==> src/rtl/core/utfct_pkg.sv <==
// shared types, codes and constants of the utf charset transcoder
package utfct_pkg;

  // conversion modes held in the configuration register
  localparam logic [1:0] MODE_COPY    = 2'd0;
  localparam logic [1:0] MODE_LATIN1  = 2'd1;
  localparam logic [1:0] MODE_UTF8_IN = 2'd2;
  localparam logic [1:0] MODE_UTF16_IN = 2'd3;

  // error codes on the result channel
  localparam logic [1:0] ERR_NONE       = 2'd0;
  localparam logic [1:0] ERR_ILLEGAL    = 2'd1;
  localparam logic [1:0] ERR_INCOMPLETE = 2'd2;

  // width of a decoded code point
  localparam int unsigned CpW = 21;

  // input request
  typedef struct packed {
    logic [7:0] data_byte;
    logic       end_of_buffer;
  } in_req_t;

  // result request
  typedef struct packed {
    logic [7:0] out_byte;
    logic       byte_valid;
    logic [1:0] error_code;
    logic       last_of_run;
  } out_res_t;

  // what the back end has to emit for one classified input
  typedef enum logic [1:0] {
    PK_RAW   = 2'd0,
    PK_UTF8  = 2'd1,
    PK_UTF16 = 2'd2,
    PK_ERROR = 2'd3
  } pkt_kind_t;

  typedef struct packed {
    pkt_kind_t        kind;
    logic [1:0]       err;
    logic [CpW-1:0]   value;
  } pkt_t;

  // front to queue
  typedef struct packed {
    logic push;
    pkt_t pkt;
  } q_push_t;

  // queue to back
  typedef struct packed {
    logic valid;
    pkt_t pkt;
  } q_head_t;

endpackage

==> src/rtl/core/utfct_front.sv <==
// front end: configuration, sequence state and classification of input bytes
module utfct_front (
  input  logic                clk,
  input  logic                rst_n,
  input  logic                cfg_wr_en,
  input  logic [1:0]          cfg_wr_data,
  input  logic                in_valid,
  input  utfct_pkg::in_req_t  in_req,
  input  logic                q_full,
  output logic                in_stall,
  output utfct_pkg::q_push_t  q_push
);

  logic [1:0]  mode_r;
  logic [23:0] held_bytes_r, held_bytes_nxt;
  logic [1:0]  held_count_r, held_count_nxt;
  logic [2:0]  seq_len_r, seq_len_nxt;

  logic        accept;
  logic [7:0]  b;
  logic        eob;
  logic        complete;
  logic [15:0] unit;
  logic [20:0] d2, d3, d4, pair_cp;
  logic        has_res;
  utfct_pkg::pkt_t pkt;

  assign in_stall = q_full;
  assign accept   = in_valid && !in_stall;
  assign b        = in_req.data_byte;
  assign eob      = in_req.end_of_buffer;

  // candidate values for each sequence shape
  assign complete = ({1'b0, held_count_r} + 3'd1) >= seq_len_r;
  assign unit     = {held_bytes_r[7:0], b};
  assign d2       = {10'd0, held_bytes_r[4:0], b[5:0]};
  assign d3       = {5'd0, held_bytes_r[11:8], held_bytes_r[5:0], b[5:0]};
  assign d4       = {held_bytes_r[18:16], held_bytes_r[13:8], held_bytes_r[5:0], b[5:0]};
  assign pair_cp  = 21'h010000 + {1'b0, held_bytes_r[17:8], held_bytes_r[1:0], b};

  // classify the byte and advance the open sequence
  always_comb begin
    held_bytes_nxt = held_bytes_r;
    held_count_nxt = held_count_r;
    seq_len_nxt    = seq_len_r;
    has_res        = 1'b0;
    pkt.kind       = utfct_pkg::PK_RAW;
    pkt.err        = utfct_pkg::ERR_NONE;
    pkt.value      = {13'd0, b};
    unique case (mode_r)
      utfct_pkg::MODE_COPY: begin
        has_res = 1'b1;
      end
      utfct_pkg::MODE_LATIN1: begin
        has_res  = 1'b1;
        pkt.kind = utfct_pkg::PK_UTF8;
      end
      utfct_pkg::MODE_UTF8_IN: begin
        if (seq_len_r == 3'd0) begin
          if (b[7] == 1'b0) begin
            has_res  = 1'b1;
            pkt.kind = utfct_pkg::PK_UTF16;
          end else if (b[7:5] == 3'b110 || b[7:4] == 4'b1110 || b[7:3] == 5'b11110) begin
            held_bytes_nxt = {16'd0, b};
            held_count_nxt = 2'd1;
            if (b[7:5] == 3'b110) begin
              seq_len_nxt = 3'd2;
            end else if (b[7:4] == 4'b1110) begin
              seq_len_nxt = 3'd3;
            end else begin
              seq_len_nxt = 3'd4;
            end
            if (eob) begin
              has_res  = 1'b1;
              pkt.kind = utfct_pkg::PK_ERROR;
              pkt.err  = utfct_pkg::ERR_INCOMPLETE;
            end
          end else begin
            has_res  = 1'b1;
            pkt.kind = utfct_pkg::PK_ERROR;
            pkt.err  = utfct_pkg::ERR_ILLEGAL;
          end
        end else if (!complete) begin
          held_bytes_nxt = {held_bytes_r[15:0], b};
          held_count_nxt = held_count_r + 2'd1;
          if (eob) begin
            has_res  = 1'b1;
            pkt.kind = utfct_pkg::PK_ERROR;
            pkt.err  = utfct_pkg::ERR_INCOMPLETE;
          end
        end else begin
          // sequence complete: check continuations and value range
          has_res  = 1'b1;
          pkt.kind = utfct_pkg::PK_UTF16;
          case (seq_len_r)
            3'd2: begin
              pkt.value = d2;
              if (b[7:6] != 2'b10 || d2 < 21'h80) begin
                pkt.kind = utfct_pkg::PK_ERROR;
              end
            end
            3'd3: begin
              pkt.value = d3;
              if (held_bytes_r[7:6] != 2'b10 || b[7:6] != 2'b10 || d3 < 21'h800 ||
                  (d3 >= 21'hD800 && d3 <= 21'hDFFF)) begin
                pkt.kind = utfct_pkg::PK_ERROR;
              end
            end
            default: begin
              pkt.value = d4;
              if (held_bytes_r[15:14] != 2'b10 || held_bytes_r[7:6] != 2'b10 ||
                  b[7:6] != 2'b10 || d4 < 21'h10000 || d4 > 21'h10FFFF) begin
                pkt.kind = utfct_pkg::PK_ERROR;
              end
            end
          endcase
          if (pkt.kind == utfct_pkg::PK_ERROR) begin
            pkt.err = utfct_pkg::ERR_ILLEGAL;
          end
        end
      end
      utfct_pkg::MODE_UTF16_IN: begin
        if (seq_len_r == 3'd0) begin
          held_bytes_nxt = {16'd0, b};
          held_count_nxt = 2'd1;
          seq_len_nxt    = 3'd2;
          if (eob) begin
            has_res  = 1'b1;
            pkt.kind = utfct_pkg::PK_ERROR;
            pkt.err  = utfct_pkg::ERR_INCOMPLETE;
          end
        end else if (!complete) begin
          held_bytes_nxt = {held_bytes_r[15:0], b};
          held_count_nxt = held_count_r + 2'd1;
          if (eob) begin
            has_res  = 1'b1;
            pkt.kind = utfct_pkg::PK_ERROR;
            pkt.err  = utfct_pkg::ERR_INCOMPLETE;
          end
        end else if (seq_len_r == 3'd2) begin
          if (unit[15:10] == 6'b110110) begin
            // high surrogate: wait for the low half
            held_bytes_nxt = {8'd0, unit};
            held_count_nxt = 2'd2;
            seq_len_nxt    = 3'd4;
            if (eob) begin
              has_res  = 1'b1;
              pkt.kind = utfct_pkg::PK_ERROR;
              pkt.err  = utfct_pkg::ERR_INCOMPLETE;
            end
          end else if (unit[15:10] == 6'b110111) begin
            has_res  = 1'b1;
            pkt.kind = utfct_pkg::PK_ERROR;
            pkt.err  = utfct_pkg::ERR_ILLEGAL;
          end else begin
            has_res   = 1'b1;
            pkt.kind  = utfct_pkg::PK_UTF8;
            pkt.value = {5'd0, unit};
          end
        end else begin
          // surrogate pair joined
          has_res = 1'b1;
          if (held_bytes_r[7:2] == 6'b110111 && held_bytes_r[23:18] == 6'b110110) begin
            pkt.kind  = utfct_pkg::PK_UTF8;
            pkt.value = pair_cp;
          end else begin
            pkt.kind = utfct_pkg::PK_ERROR;
            pkt.err  = utfct_pkg::ERR_ILLEGAL;
          end
        end
      end
    endcase
    // any result ends the open sequence
    if (has_res) begin
      held_bytes_nxt = '0;
      held_count_nxt = '0;
      seq_len_nxt    = '0;
    end
  end

  assign q_push.push = accept && has_res;
  assign q_push.pkt  = pkt;

  // mode register and sequence state
  always_ff @(posedge clk) begin
    if (!rst_n) begin
      mode_r       <= utfct_pkg::MODE_COPY;
      held_bytes_r <= '0;
      held_count_r <= '0;
      seq_len_r    <= '0;
    end else if (cfg_wr_en) begin
      mode_r       <= cfg_wr_data;
      held_bytes_r <= '0;
      held_count_r <= '0;
      seq_len_r    <= '0;
    end else if (accept) begin
      held_bytes_r <= held_bytes_nxt;
      held_count_r <= held_count_nxt;
      seq_len_r    <= seq_len_nxt;
    end
  end

  // no bytes held without an open sequence
  a_idle_empty: assert property (@(posedge clk) disable iff (!rst_n)
    seq_len_r == 3'd0 |-> held_count_r == 2'd0)
    else $error("bytes held with no open sequence");

  // an open sequence always has room for its completing byte
  a_count_below_len: assert property (@(posedge clk) disable iff (!rst_n)
    seq_len_r != 3'd0 |-> ({1'b0, held_count_r} < seq_len_r && held_count_r != 2'd0))
    else $error("held count out of step with sequence length");

endmodule

==> src/rtl/core/utfct_queue.sv <==
// two-entry queue of classified requests between front and back end
module utfct_queue (
  input  logic                clk,
  input  logic                rst_n,
  input  utfct_pkg::q_push_t  q_push,
  input  logic                pop,
  output logic                full,
  output utfct_pkg::q_head_t  q_head
);

  utfct_pkg::pkt_t entry_r [2];
  logic       wr_ptr_r, rd_ptr_r;
  logic [1:0] count_r, count_nxt;

  assign full         = count_r == 2'd2;
  assign q_head.valid = count_r != 2'd0;
  assign q_head.pkt   = entry_r[rd_ptr_r];

  // occupancy
  always_comb begin
    count_nxt = count_r;
    if (q_push.push && !pop) begin
      count_nxt = count_r + 2'd1;
    end else if (!q_push.push && pop) begin
      count_nxt = count_r - 2'd1;
    end
  end

  // pointers and count
  always_ff @(posedge clk) begin
    if (!rst_n) begin
      wr_ptr_r <= 1'b0;
      rd_ptr_r <= 1'b0;
      count_r  <= 2'd0;
    end else begin
      count_r <= count_nxt;
      if (q_push.push) begin
        wr_ptr_r <= ~wr_ptr_r;
      end
      if (pop) begin
        rd_ptr_r <= ~rd_ptr_r;
      end
    end
  end

  // entry storage
  always_ff @(posedge clk) begin
    if (q_push.push) begin
      entry_r[wr_ptr_r] <= q_push.pkt;
    end
  end

  // no overflow or underflow
  a_no_overflow: assert property (@(posedge clk) disable iff (!rst_n)
    q_push.push |-> !full)
    else $error("push into full queue");

  a_no_underflow: assert property (@(posedge clk) disable iff (!rst_n)
    pop |-> q_head.valid)
    else $error("pop from empty queue");

endmodule

==> src/rtl/core/utfct_back.sv <==
// back end: encodes each queued request and emits it one byte per cycle while out_stall is low
module utfct_back (
  input  logic                clk,
  input  logic                rst_n,
  input  utfct_pkg::q_head_t  q_head,
  output logic                pop,
  input  logic                out_stall,
  output logic                out_valid,
  output utfct_pkg::out_res_t out_res
);

  logic                out_valid_r;
  utfct_pkg::out_res_t out_res_r, out_res_nxt;
  logic [1:0]          idx_r;
  logic [2:0]          n_bytes;
  logic [7:0]          enc [4];
  logic [20:0]         cp;
  logic [19:0]         sv;
  logic                load;
  logic                last;

  assign cp = q_head.pkt.value;
  assign sv = {cp[19:16] - 4'd1, cp[15:0]};

  // byte count and byte values for the head request
  always_comb begin
    n_bytes = 3'd1;
    enc[0]  = cp[7:0];
    enc[1]  = 8'd0;
    enc[2]  = 8'd0;
    enc[3]  = 8'd0;
    unique case (q_head.pkt.kind)
      utfct_pkg::PK_RAW: begin
        n_bytes = 3'd1;
      end
      utfct_pkg::PK_UTF8: begin
        if (cp <= 21'h7F) begin
          n_bytes = 3'd1;
        end else if (cp <= 21'h7FF) begin
          n_bytes = 3'd2;
          enc[0]  = {3'b110, cp[10:6]};
          enc[1]  = {2'b10, cp[5:0]};
        end else if (cp <= 21'hFFFF) begin
          n_bytes = 3'd3;
          enc[0]  = {4'b1110, cp[15:12]};
          enc[1]  = {2'b10, cp[11:6]};
          enc[2]  = {2'b10, cp[5:0]};
        end else begin
          n_bytes = 3'd4;
          enc[0]  = {5'b11110, cp[20:18]};
          enc[1]  = {2'b10, cp[17:12]};
          enc[2]  = {2'b10, cp[11:6]};
          enc[3]  = {2'b10, cp[5:0]};
        end
      end
      utfct_pkg::PK_UTF16: begin
        if (cp <= 21'hFFFF) begin
          n_bytes = 3'd2;
          enc[0]  = cp[15:8];
          enc[1]  = cp[7:0];
        end else begin
          n_bytes = 3'd4;
          enc[0]  = {6'b110110, sv[19:18]};
          enc[1]  = sv[17:10];
          enc[2]  = {6'b110111, sv[9:8]};
          enc[3]  = sv[7:0];
        end
      end
      utfct_pkg::PK_ERROR: begin
        n_bytes = 3'd1;
        enc[0]  = 8'd0;
      end
    endcase
  end

  // output register loads when empty or being taken
  assign load = q_head.valid && (!out_valid_r || !out_stall);
  assign last = ({1'b0, idx_r} + 3'd1) == n_bytes;
  assign pop  = load && last;

  always_comb begin
    out_res_nxt.last_of_run = last;
    if (q_head.pkt.kind == utfct_pkg::PK_ERROR) begin
      out_res_nxt.out_byte   = 8'd0;
      out_res_nxt.byte_valid = 1'b0;
      out_res_nxt.error_code = q_head.pkt.err;
    end else begin
      out_res_nxt.out_byte   = enc[idx_r];
      out_res_nxt.byte_valid = 1'b1;
      out_res_nxt.error_code = utfct_pkg::ERR_NONE;
    end
  end

  // control registers
  always_ff @(posedge clk) begin
    if (!rst_n) begin
      out_valid_r <= 1'b0;
      idx_r       <= 2'd0;
    end else begin
      if (load) begin
        out_valid_r <= 1'b1;
        idx_r       <= last ? 2'd0 : idx_r + 2'd1;
      end else if (!out_stall) begin
        out_valid_r <= 1'b0;
      end
    end
  end

  // result payload
  always_ff @(posedge clk) begin
    if (load) begin
      out_res_r <= out_res_nxt;
    end
  end

  assign out_valid = out_valid_r;
  assign out_res   = out_res_r;

  // a request stays at the head until its last byte is loaded
  a_head_held: assert property (@(posedge clk) disable iff (!rst_n)
    idx_r != 2'd0 |-> q_head.valid)
    else $error("byte index advanced without a head request");

  // error results are single and carry a code
  a_err_single: assert property (@(posedge clk) disable iff (!rst_n)
    out_valid_r && !out_res_r.byte_valid |->
      out_res_r.last_of_run && out_res_r.error_code != utfct_pkg::ERR_NONE)
    else $error("malformed error result");

endmodule

==> src/rtl/core/utf_charset_transcoder.sv <==
// top level of the utf charset transcoder
//
// Input channel in_valid/in_stall/in_req carries one source byte per request
// with an end-of-buffer flag. Output channel out_valid/out_stall/out_res
// carries one result per request: a converted byte, or an error code
// (illegal or incomplete sequence) with last_of_run set. cfg_wr_en and
// cfg_wr_data write the 2-bit conversion mode and close any open sequence.
// A front end keeps the open sequence and classifies each byte; a two-entry
// queue feeds a back end that encodes and sends one result per cycle while
// out_stall is low. A taken byte's first result is registered in the queue
// and then in the byte-wide output register, which sends the results of a
// byte one at a time; bytes that only extend a sequence are taken every
// cycle while the queue has room.
// Reset (rst_n low, synchronous) selects copy mode, closes the sequence and
// empties the queue and output register. When the receiver stalls, the
// output holds its result, the queue fills and in_stall rises.
module utf_charset_transcoder (
  input  logic                clk,
  input  logic                rst_n,
  input  logic                cfg_wr_en,
  input  logic [1:0]          cfg_wr_data,
  input  logic                in_valid,
  output logic                in_stall,
  input  utfct_pkg::in_req_t  in_req,
  output logic                out_valid,
  input  logic                out_stall,
  output utfct_pkg::out_res_t out_res
);

  utfct_pkg::q_push_t q_push;
  utfct_pkg::q_head_t q_head;
  logic               q_full;
  logic               q_pop;

  // classification and sequence state
  utfct_front u_front (
    .clk         (clk),
    .rst_n       (rst_n),
    .cfg_wr_en   (cfg_wr_en),
    .cfg_wr_data (cfg_wr_data),
    .in_valid    (in_valid),
    .in_req      (in_req),
    .q_full      (q_full),
    .in_stall    (in_stall),
    .q_push      (q_push)
  );

  // decoupling queue
  utfct_queue u_queue (
    .clk    (clk),
    .rst_n  (rst_n),
    .q_push (q_push),
    .pop    (q_pop),
    .full   (q_full),
    .q_head (q_head)
  );

  // encoding and output
  utfct_back u_back (
    .clk       (clk),
    .rst_n     (rst_n),
    .q_head    (q_head),
    .pop       (q_pop),
    .out_stall (out_stall),
    .out_valid (out_valid),
    .out_res   (out_res)
  );

endmodule

==> config.mk <==
export PLATFORM = sky130hd
export DESIGN_NAME = utf_charset_transcoder
export DESIGN_NICKNAME = d
export VERILOG_FILES = /design/src/rtl/core/utfct_pkg.sv /design/src/rtl/core/utfct_front.sv /design/src/rtl/core/utfct_queue.sv /design/src/rtl/core/utfct_back.sv /design/src/rtl/core/utf_charset_transcoder.sv
export SDC_FILE = /design/constraint.sdc
export NUM_CORES = 1
export LEC_CHECK = 0
export BUFFER_PORTS_ARGS = -buffer_cell sky130_fd_sc_hd__buf_2
export CORE_AREA = 5 5 116 118
export CTS_CLUSTER_SIZE = 12
export DETAILED_ROUTE_END_ITERATION = 16
export DIE_AREA = 0 0 121 123
export HOLD_SLACK_MARGIN = 0.08
export PLACE_DENSITY = 0.66
export SYNTH_ARGS = -nofsm -noshare
export SYNTH_HDL_FRONTEND = slang
export SYNTH_SLANG_ARGS = --single-unit
==> constraint.sdc <==
create_clock -name clk -period 6.9 [get_ports clk]
set_clock_uncertainty 0.15 [all_clocks]
set_input_delay 0.345 -clock clk [delete_from_list [all_inputs] [get_ports clk]]
set_output_delay 0.345 -clock clk [all_outputs]
set_load 0.02 [all_outputs]
Word-level counts from Yosys, hierarchy flattened
Memories as Yosys holds them, arrays and structs flattened. A register that Yosys moved wholly into a read port is not among the register bits.
Index checks and enable logic that the tools add are counted.
{"block": "totals", "regBits": 50, "ramBits": 50, "inputBits": 16, "out_inout_bits": 14, "wordCells": 204, "n_memories": 1}
{"block": "op_classes", "addsub": 8, "n_lt_le_gt_ge": 11, "eq_ne": 32, "mux": 100, "bitwise": 4, "reduce_logical": 35}
{"name": "u_queue.entry_r", "depth": 2, "width": 25, "read_ports": 1, "rd_clocked_by_memory_dff": 1, "wr": 1, "line": "utfct_queue.sv:11", "text": "utfct_pkg::pkt_t entry_r [2];"}
{"cell": "2-to-1 mux 24 bit", "n": 9}
{"cell": "2-to-1 mux 21 bit", "n": 7}
{"cell": "one-hot mux 24 bit (2 select lines)", "n": 2}
{"cell": "2-to-1 mux 16 bit", "n": 4}
{"cell": "one-hot mux 23 bit (2 select lines)", "n": 1}
{"cell": "2-to-1 mux 3 bit", "n": 15}
{"cell": "one-hot mux 21 bit (2 select lines)", "n": 1}
{"cell": "2-to-1 mux 2 bit", "n": 19}
{"cell": "2-to-1 mux 32 bit", "n": 1}
{"cell": "2-to-1 mux 4 bit", "n": 7}
{"cell": "2-to-1 mux 25 bit", "n": 1}
{"cell": "2-to-1 mux 8 bit", "n": 3}
{"cell": "one-hot mux 8 bit (3 select lines)", "n": 1}
{"cell": "adder 17 x 20 -> 21 bit, first input constant", "n": 1}
{"cell": "> comparator 21 bit, second input constant", "n": 1}
{"cell": "<= comparator 21 x 11 -> 1 bit, second input constant", "n": 1}
{"cell": "<= comparator 21 x 16 -> 1 bit, second input constant", "n": 1}
{"cell": "<= comparator 21 x 7 -> 1 bit, second input constant", "n": 1}
{"cell": "< comparator 21 x 17 -> 1 bit, second input constant", "n": 1}
{"cell": "2-to-1 mux 1 bit", "n": 21}
{"cell": "equality test 6 bit, second input constant", "n": 3}
{"cell": "binary-select mux 8 bit (select 2 bit)", "n": 1}
{"cell": ">= comparator 16 bit, second input constant", "n": 1}
{"cell": "<= comparator 16 bit, second input constant", "n": 1}
{"cell": "41 further kinds", "n": 86}

Logic depth before layout (Yosys ltp)
Gate-level depths: netlist of the first run.
{"block": "logic_depth", "ltp_word": 15, "depth_mapped": 18, "depth_no_buf": 14}

By module
Synthesis of the first run repeated with hierarchy kept, for this count alone.
{"block": "unflattened", "cells_unflattened": 603, "hier_area_um2": 6022.0}
{"mod": "utfct_front", "instances": 1, "cells_per_inst": 252, "area_per_inst_um2": 2050.7, "seq_area_each_um2": 620.6}
{"mod": "utfct_queue", "instances": 1, "cells_per_inst": 100, "area_per_inst_um2": 2024.4, "seq_area_each_um2": 1601.5}
{"mod": "utfct_back", "instances": 1, "cells_per_inst": 251, "area_per_inst_um2": 1946.9, "seq_area_each_um2": 420.4}

Least setup slack after synthesis of the first run
No wires, ideal clock.
{"block": "synth_timing", "path_kind": "reg-to-reg", "start": "register u_front.held_count_r[0]", "end": "memory u_queue.entry_r[0][0] in the netlist's numbering, enable pin", "setup_ps": 441, "arrival_time_ps": 3595, "t_required_ps": 6309, "path_slack_ps": 2714, "stages_incl_launch_ff": 9, "n_path_buf": 1, "period_less_slack_ps": 4186, "path_cell_list": "dfxtp_1 > ha_1 > ha_1 > a21o_1 > a21oi_1 > nor4_1 > nor3_1 > clkbuf_1 > nor3_1"}
{"block": "synth_between", "elab_chain_len": 8, "elab_cells_between_ends": 10, "classes_between": "add/sub: 1; order compare: 1; mux: 7; reduce/logical: 1"}
{"item": "from (decl)", "line": "utfct_front.sv:16", "text": "logic [1:0] held_count_r, held_count_nxt;"}
{"item": "from (signal assigned)", "line": "utfct_front.sv:198", "text": "held_count_r <= held_count_nxt;"}
{"item": "adder 2 x 1 -> 3 bit *", "line": "utfct_front.sv:34", "text": "assign complete = ({1'b0, held_count_r} + 3'd1) >= seq_len_r;"}
{"item": ">= comparator 3 bit *", "line": "utfct_front.sv:34"}
{"item": "2-to-1 mux 1 bit, on equally long branches", "line": "utfct_front.sv:132, utfct_front.sv:83"}
{"item": "2-to-1 mux 1 bit, on equally long branches", "line": "utfct_front.sv:123, utfct_front.sv:59"}
{"item": "one-hot mux 1 bit (3 select lines) *", "line": "utfct_front.sv:50", "text": "unique case (mode_r)"}
{"item": "logical AND 1 bit *", "line": "utfct_front.sv:181", "text": "assign q_push.push = accept && has_res;"}
{"item": "2-to-1 mux 1 bit *", "line": "utfct_queue.sv:48", "text": "if (q_push.push) begin"}
{"item": "2-to-1 mux 1 bit (not written as such) *", "line": "utfct_queue.sv:49", "text": "entry_r[wr_ptr_r] <= q_push.pkt;"}
{"item": "to (decl)", "line": "utfct_queue.sv:11"}
Every way passes the cells marked *; elsewhere a longest branch is shown, timed or not.

==> results of run 1 <==
-- routing by layer --
layer / wire, microns / global-route usage / vias to the layer above
li1: - / - / 2422
met1: 6691 / 0.2751 / 2390
met2: 7822 / 0.3835 / 213
met3: 894 / 0.04117 / 55
met4: 706 / 0.1062 / 0
met5: 0 / 0 / -
-- area by class of cell --
| cell class | instances | area [sq um] |
|---|---|---|
| fill | 1125 | 5791 |
| clock buffer | 11 | 254.0 |
| tap | 172 | 215.2 |
| sequential | 101 | 2644 |
| timing repair buffer | 36 | 207.7 |
| inverter | 14 | 52.55 |
| clock inverter | 5 | 63.81 |
| multi-input combinational | 476 | 3136 |
-- cells in the mapped netlist (3+ instances only) --
master,number,area [sq um]
o311ai_0,4,35.03
o31ai_1,6,45.04
a21boi_0,4,30.03
o21ai_0,35,175.2
a311oi_1,3,26.28
nor3_1,16,80.08
nand4_1,3,18.77
xor2_1,4,35.03
a22o_1,3,26.28
nand3_1,26,130.1
a21oi_1,41,205.2
o22ai_1,5,31.28
edfxtp_1,62,1862
nor2b_1,7,43.79
clkbuf_1,26,97.59
a211oi_1,6,45.04
nor2_1,56,210.2
ha_1,14,175.2
and3_1,7,43.79
a221oi_1,6,52.55
xnor2_1,3,26.28
o221ai_1,3,26.28
nand2b_1,9,56.30
or3_1,5,31.28
a22oi_1,23,172.7
a31oi_1,6,37.54
and2_1,7,43.79
nand2_1,63,236.5
a32oi_1,6,52.55
mux2_2,9,101.4
o211ai_1,5,37.54
buf_2,4,20.02
mux2i_1,26,260.3
a211o_1,3,26.28
a21o_1,4,30.03
inv_1,14,52.55
nor3b_1,4,30.03
nor4_1,4,25.02
dfxtp_1,39,780.8
-- worst max-delay path: cells and delay by family, from the launching register on --
family | cells | cell delay (ps)
simple gates | 4 | 1240
flops | 1 | 1020
fa+ha+maj | 1 | 340
compound gates | 5 | 1630
mux | 1 | 740
-- power breakdown --
part	switching, mW	total, mW	leakage, nW	internal [mW]
clock	0.222	0.529	0.152	0.307
sequential	0.0938	0.852	0.910	0.758
combinational	0.537	0.829	1.15	0.292
total	0.853	2.21	2.21	1.36
-- worst max path at each step --
stage                                 end  depth (start not counted)
floorplan           u_queue.entry_r[0][0]                          8
global placement       u_queue.count_r[1]                         11
detailed placement     u_queue.count_r[1]                         11
CTS                    u_queue.count_r[1]                         11
global route           u_queue.count_r[1]                         11
finish                 u_queue.count_r[1]                         11
-- repair_timing --
action                                 in CTS  in global routing
hold buffers                                4                  0
gates resized for setup                     0                  0
endpoints found under the hold margin       8                  0
-- cells by family after synthesis --
| kind of cell | after synthesis |
|---|---|
| XOR/XNOR | 7 |
| buffers and inverters | 48 |
| AO/OA/AOI/OAI | 190 |
| flip-flops | 101 |
| multiplexers | 36 |
| AND/OR/NAND/NOR | 229 |
| adder cells (fa/ha/maj) | 14 |
-- sequential cells by signal, indices dropped and copies added, names as in the netlist, named ones only --
register and cells:
u_front.mode_r 2, u_back.out_res 12, u_queue.entry_r 50, u_queue.count_r 2
u_front.held_count_r 2, u_queue.wr_ptr_r 1, u_back.out_valid 1, u_front.held_bytes_r 24
u_front.seq_len_r 3, u_queue.rd_ptr_r 1, u_back.idx_r 2
==> impl_metrics.tcl, run 1 <==
set metrics [dict create \
    synth_edf_count 62 \
    first_global_vias 4888 \
    final_core_util 0.5316 \
    drt_iter0_markers 451 \
    r2r_slack_ps 1670 \
    crit_fanout 45 \
    critical_path_arrival_ps 5350 \
    wl_microns 16120 \
    hold_viol 0 \
    cts_tree "done" \
    synthAdderAreaFrac 0.02925 \
    core-area_sq_um 12360 \
    status "complete, no violations" \
    root_buffer "clkbuf_16" \
    power_leakage_nw 2.210 \
    first_pass_iters 5 \
    area_growth_pct 9.735 \
    reg2reg_to "u_queue.count_r[1]" \
    maxSlewViolCount 0 \
    num_io_pins 30 \
    numPortBuffers 29 \
    grt_pass1_wl_microns 25960 \
    ys_seq_area_frac 0.4412 \
    yosys_warnings 0 \
    dieHeight_microns 123 \
    final_cell_area_sq_um 6573 \
    drive_gt1_frac 0.1229 \
    post-place-cells 795 \
    dieWidth_microns 121 \
    min_path_cells 3 \
    final.setup.tns_ps 0 \
    grt_start_max_net_pins 46 \
    hold_end "u_back.out_valid" \
    cts_setup_buffers 0 \
    synth_compound_area_frac 0.2219 \
    grt_usage 0.2243 \
    finalNonFillerCells 815 \
    wl_per_cell_microns 19.77 \
    final-setup-viol-count 0 \
    synthCells 625 \
    rsz0062_at_grt "no" \
    cts_sinks 101 \
    post_synth.cell_area_avg_sq_um 9.583 \
    fp.dieArea_sq_um 14880 \
    rows 41 \
    yosys.area_share.simple 0.1987 \
    fin_nets 668 \
    placed_area_sq_um 6215 \
    start_util 0.4845 \
    crit_path_top_delay_cell "dfxtp_2" \
    htree_levels 3 \
    min_period_ps 5234 \
    synth-xor-area-share 0.01024 \
    power_mw 2.209 \
    place.gp.congestion 0.9286 \
    cap_violations 0 \
    synth-main-ff-cell "edfxtp_1" \
    crit_path_end_kind "register" \
    worstHoldStart "out_stall" \
    clockBufferDepth 2 \
    crit_path_start_kind "register" \
    p_per_area_nw_per_um2 336.1 \
    cts_buffers 9 \
    clkTransAtPathRegs_ps 70 \
    r2r_cells 11 \
    max_freq_ghz 0.1910 \
    ant_nets 0 \
    dp_hpwl_microns 11970 \
    tightest_slew_ps 1096 \
    synth_cell_types 81 \
    drcViolationCount 0 \
    grt_antenna_before_repair 0 \
    synth_top_family_by_area "compound AO/OA/AOI/OAI gates" \
    hp-class "in2reg" \
    n_antenna_cell 0 \
    synth_area_sq_um 5989 \
    async_reset_ff_frac 0 \
    crit_type "reg2reg" \
    setup_ws_ps 1666 \
    vias 5080 \
    worstPathRequired_ps 7010 \
    fin_crit_sh 0.7586 \
    final_cell_mix "nand2_1, edfxtp_1, nor2_1, a21oi_1, dfxtp_1" \
    ir_drop_mv 0.1767 \
    path_cells "nand3_1 -> a221oi_4 -> mux2i_1 -> o211ai_2 -> a32oi_1 -> a41oi_1 -> nor3_1 -> nand2_1 -> ha_1 -> or3_1 -> a21boi_0" \
    synth_seq_cells 101 \
    syn_nets 655 \
    slowest_delay_ps 1020 \
    vias_per_cell 6.233 \
    overflow 0 \
    place_ws_ps 1705 \
    slew_headroom 0.2693 \
    clk_latency_ps 340 \
    muxShareOfSynthArea 0.06267 \
    holdWs_ps 119.2 \
    final_common_cell "nand2_1" \
]
Power figures use the tool's default switching activity.
==> run 2: changes to the inputs <==
- clock period: 6.9 -> 5.4 ns (I/O delays scaled with it)
==> impl_metrics.tcl, run 2 (synthesis results as in run 1) <==
set metrics [dict create \
    htree_levels 3 \
    start_util 0.4845 \
    fin_nets 684 \
    first_global_vias 4979 \
    drt_iter0_markers 473 \
    ant_nets 0 \
    crit_path_end_kind "register" \
    clkTransAtPathRegs_ps 70 \
    drcViolationCount 0 \
    fp.dieArea_sq_um 14880 \
    grt_usage 0.2296 \
    crit_fanout 33 \
    cts_sinks 101 \
    p_switching_mw 1.134 \
    hold_viol 0 \
    pwr-share-seq 0.374 \
    hp-class "in2reg" \
    final.setup.tns_ps 0 \
    vias_per_cell 6.208 \
    ir_drop_mv 0.2178 \
    numPortBuffers 29 \
    largest_register "u_queue.entry_r" \
    slew_headroom 0.2497 \
    setup_ws_ps 815.0 \
    dieWidth_microns 121 \
    worstPathRequired_ps 5530 \
    tightest_slew_ps 1125 \
    wl_microns 16710 \
    clockBufferDepth 2 \
    r2r_slack_ps 820 \
    cap_violations 0 \
    fill_cells 1120 \
    overflow 0 \
    final-setup-viol-count 0 \
    place.gp.congestion 0.9437 \
    rsz0062_at_grt "no" \
    grt_antenna_before_repair 0 \
    swShare 0.3954 \
    finalNonFillerCells 831 \
    max_freq_ghz 0.2181 \
    final_common_cell "nand2_1" \
    combPwrFrac 0.392 \
    first_pass_iters 5 \
    core-area_sq_um 12360 \
    p_int_mw 1.733 \
    vias 5159 \
    area_growth_pct 12.07 \
    dieHeight_microns 123 \
    largest_register_ffs 50 \
    post-place-cells 803 \
    place_ws_ps 854.5 \
    grt_start_max_net_pins 34 \
    p_per_area_nw_per_um2 427.1 \
    grt_pass1_wl_microns 26490 \
    power.share.clock 0.234 \
    rows 41 \
    power_leakage_nw 2.283 \
    min_period_ps 4585 \
    root_buffer "clkbuf_16" \
    cts_tree "done" \
    num_io_pins 30 \
    n_antenna_cell 0 \
    fin_crit_sh 0.8491 \
    wl_per_cell_microns 20.10 \
    final_cell_mix "nand2_1, edfxtp_1, nor2_1, a21oi_1, dfxtp_1" \
    clk_latency_ps 360 \
    status "complete, no violations" \
    critical_path_arrival_ps 4720 \
    maxSlewViolCount 0 \
    crit_path_start_kind "register" \
    drive_gt1_frac 0.1335 \
    crit_type "reg2reg" \
    dp_hpwl_microns 12430 \
    cts_buffers 9 \
]
## run 2: path summary, 6_finish.rpt
path	startpoint	end	depth (start not counted)
hold reg to reg	u_front.held_count_r[1]	u_front.held_count_r[1]	2
setup / recovery	register	u_queue.count_r[1]	13
setup reg to reg	register	u_queue.count_r[1]	13
hold / removal	rst_n	u_queue.wr_ptr_r	2
## run 2: metrics by stage
step	cell area, sq um	hold WS [ps]	total power, mW	utilization
after floorplan	5989	218.9	1.864	-
after global placement	6275	301.5	2.181	0.5075
after detailed placement	6275	309.6	2.182	0.5075
after CTS	6713	94.64	2.864	0.5430
after global routing	6713	118.4	3.022	0.5430
final	6713	117.2	2.867	0.5430
## run 2: final cells by class
class / count / area [sq um] / share of cell area
timing repair buffer: 52 / 347.8 / 0.05182
inverter: 14 / 52.55 / 0.007829
clock buffer: 9 / 225.2 / 0.03355
tap: 172 / 215.2 / 0.03206
sequential: 101 / 2644 / 0.3938
multi-input combinational: 476 / 3136 / 0.4671
clock inverter: 7 / 92.59 / 0.01379
## run 2: repair_timing
action / 4_1_cts / 5_1_grt
gates resized for setup: 0 / 0
hold buffers: 12 / 0
endpoints found under the hold margin: 22 / 0
buffers inserted: 0 / 0
## run 2: worst max-delay path, cell delays in order (launching register included)
cell and delay [ps]:
dfxtp_2 820, buf_4 350, nor3b_1 460, o22ai_2 330
nor2_1 220, mux2i_1 120, buf_4 200, a32oi_1 190
a41oi_1 190, nor3_1 430, nand2_1 120, ha_1 350
or3_1 370, a21boi_0 170
## run 2: power by group through the flow
stage	Clock [mW]	Combinational, mW	Sequential (mW)
4_1_cts	0.687	1.10	1.07
6_report	0.671	1.12	1.07
3_5_place_dp	0	1.09	1.09
2_1_floorplan	0	0.773	1.09
5_1_grt	0.722	1.21	1.09
3_3_place_gp	0	1.10	1.08
## run 2: metal layers
layer  vias to the layer above  wire [microns]  track usage
met1                      2436            6942       0.2858
met2                       226            8285       0.4060
met4                         0             431      0.07295
li1                       2447               -            -
met3                        50            1046      0.04071
met5                         -               0            0
==> run 3: changes to the inputs <==
- ABC_AREA: default -> 1
- CORE_AREA: 5 5 116 118 -> 5 5 119 121
- DIE_AREA: 0 0 121 123 -> 0 0 124 126
- PLACE_DENSITY: 0.66 -> 0.69
- clock period: 5.4 -> 3.9 ns (I/O delays scaled with it)
==> impl_metrics.tcl, run 3 <==
set metrics [dict create \
    first_pass_iters 6 \
    drcViolationCount 0 \
    clkTransAtPathRegs_ps 70 \
    synthCells 889 \
    fp.dieArea_sq_um 15620 \
    critical_path_arrival_ps 3610 \
    cts_buffers 9 \
    drt_iter0_markers 733 \
    dp_hpwl_microns 13220 \
    status "complete, no violations" \
    start_util 0.4912 \
    cts_sinks 101 \
    root_buffer "clkbuf_16" \
    dieWidth_microns 124 \
    dieHeight_microns 126 \
    largest_register_ffs 50 \
    htree_levels 3 \
    power_leakage_nw 3.068 \
    place.gp.congestion 1.001 \
    synth.area.top_cells "edfxtp_1, nand2_1, dfxtp_1" \
    final_core_util 0.5541 \
    worstPathRequired_ps 3980 \
    crit_path_top_delay_cell "dfxtp_1" \
    slowest_delay_ps 340 \
    syn_nets 919 \
    yosys_warnings 0 \
    clockBufferDepth 2 \
    fill_cells 1260 \
    tightest_slew_ps 677.2 \
    path_cells "ha_1 -> ha_1 -> nand2_1 -> nor2_1 -> a211oi_1 -> nand2_1 -> nand2_1 -> inv_1 -> nand2_2 -> o21ai_0 -> nor3_2 -> inv_2 -> nand2_1 -> inv_1 -> ha_1 -> a21oi_1 -> o21ai_0 -> o21ai_0 -> a21oi_1" \
    rows 42 \
    overflow 0 \
    vias_per_cell 5.554 \
    synth_top_area_cell "edfxtp_1" \
    holdWs_ps 116.7 \
    post_synth.cell_area_avg_sq_um 7.172 \
    final_cell_mix "nand2_1, inv_1, nor2_1, o21ai_0, nand3_1" \
    max_freq_ghz 0.2835 \
    ys_seq_area_frac 0.4144 \
    hp-class "in2reg" \
    num_io_pins 30 \
    grt_usage 0.2336 \
    async_reset_ff_frac 0 \
    cpLargestDelayFamily "adder cells" \
    synth_cell_types 40 \
    crit_path_start_kind "register" \
    synth_area_sq_um 6376 \
    power_mw 4.858 \
    numPortBuffers 29 \
    area_growth_pct 12.79 \
    synth-main-ff-cell "edfxtp_1" \
    final.setup.tns_ps 0 \
    synth_common_cells "nand2_1, inv_1, nor2_1" \
    cts_tree "done" \
    slew_headroom 0.5460 \
    crit_fanout 8 \
    ir_drop_mv 0.3289 \
    synth_edf_count 62 \
    grt_pass1_wl_microns 28550 \
    clk_latency_ps 350 \
    grt_antenna_before_repair 0 \
    ant_nets 0 \
    synth_seq_cells 101 \
    synth_top_area_frac 0.2920 \
    maxSlewViolCount 0 \
    final-setup-viol-count 0 \
    crit_path_frequent_cell "nand2_1" \
    cap_violations 0 \
    wl_per_cell_microns 15.83 \
    place_ws_ps 313.3 \
    wl_microns 17620 \
    rsz0062_at_grt "no" \
    core-area_sq_um 12980 \
    vias 6182 \
    n_antenna_cell 0 \
    critPathBufInv 3 \
    drive_gt1_frac 0.09712 \
    min_period_ps 3527 \
    hold_viol 0 \
    first_global_vias 5756 \
    grt_start_max_net_pins 49 \
    synth.most_common_cell "nand2_1" \
    p_per_area_nw_per_um2 675.5 \
    crit_type "reg2reg" \
    largest_register "u_queue.entry_r" \
    setup_ws_ps 372.7 \
    fin_crit_sh 0.9044 \
    cts_setup_buffers 0 \
    fin_nets 962 \
    crit_path_end_kind "register" \
    final_common_cell "nand2_1" \
]
run 3: cell count changes after synthesis, moves of 10 or more:
cell	change
a21oi_1	+10
mux2i_1	-26
o21ai_1	+14
nand2_1	+204
nor2_1	+23
a22oi_1	-18
nand3_1	+37
clkbuf_1	-14
nor3_1	-11
o21ai_0	+31
inv_1	+96
run 3: final cells by class:
cell class / count / area (sq um) / area share
clock buffer: 10 / 229.0 / 0.03184
timing repair buffer: 57 / 422.9 / 0.05880
sequential: 101 / 2644 / 0.3676
inverter: 114 / 430.4 / 0.05985
tap: 176 / 220.2 / 0.03062
clock inverter: 6 / 93.84 / 0.01305
multi-input combinational: 649 / 3152 / 0.4382
run 3: final timing paths:
check	start	endpoint	slack, ps	cells after the start
worst max-delay path	u_front.held_count_r[0]	u_queue.count_r[1]	370	19
worst min-delay path	in_req[8]	u_queue.entry_r[1][7]	120	3
worst max register to register	u_front.held_count_r[0]	u_queue.count_r[1]	370	19
worst min register to register	u_front.held_bytes_r[4]	u_front.held_bytes_r[12]	320	2
run 3: routing by layer:
metal | GRT usage | routed length, microns | vias to the layer above
met3 | 0.04484 | 1116 | 83
met1 | 0.3012 | 7294 | 2779
li1 | - | - | 3034
met5 | 0 | 0 | -
met4 | 0.1424 | 1075 | 0
met2 | 0.3598 | 8133 | 286
run 3: through the flow:
stage / std cells / cell area, sq um
2_1_floorplan: 889 / 6376
3_3_place_gp: 1081 / 6688
3_5_place_dp: 1081 / 6688
4_1_cts: 1112 / 7161
5_1_grt: 1113 / 7192
6_report: 1113 / 7192
run 3: cell families after synthesis:
family	after synthesis	synth area share
and+or+nand+nor	446	0.2965
AOI/OAI and AO/OA	186	0.1650
buffers and inverters	139	0.09242
DFF	101	0.4144
adders and majority gates	14	0.02747
xor gates and xnor gates	3	0.004122
run 3: power breakdown:
part           internal [mW]  switching, mW  total (mW)
sequential              1.39          0.109        1.50
combinational          0.726           1.68        2.40
clock                  0.568          0.392       0.960
run 3: tightest hold or removal path: stages:
cell and delay, ps:
buf_2 120, nand2_1 60, o21ai_0 110
run 3: repair_timing:
item                                    4_1_cts  5_1_grt
hold buffers                                 15        0
hold endpoints to repair                     28        0
endpoints found under the setup margin        0        1
gates resized for setup                       0        4
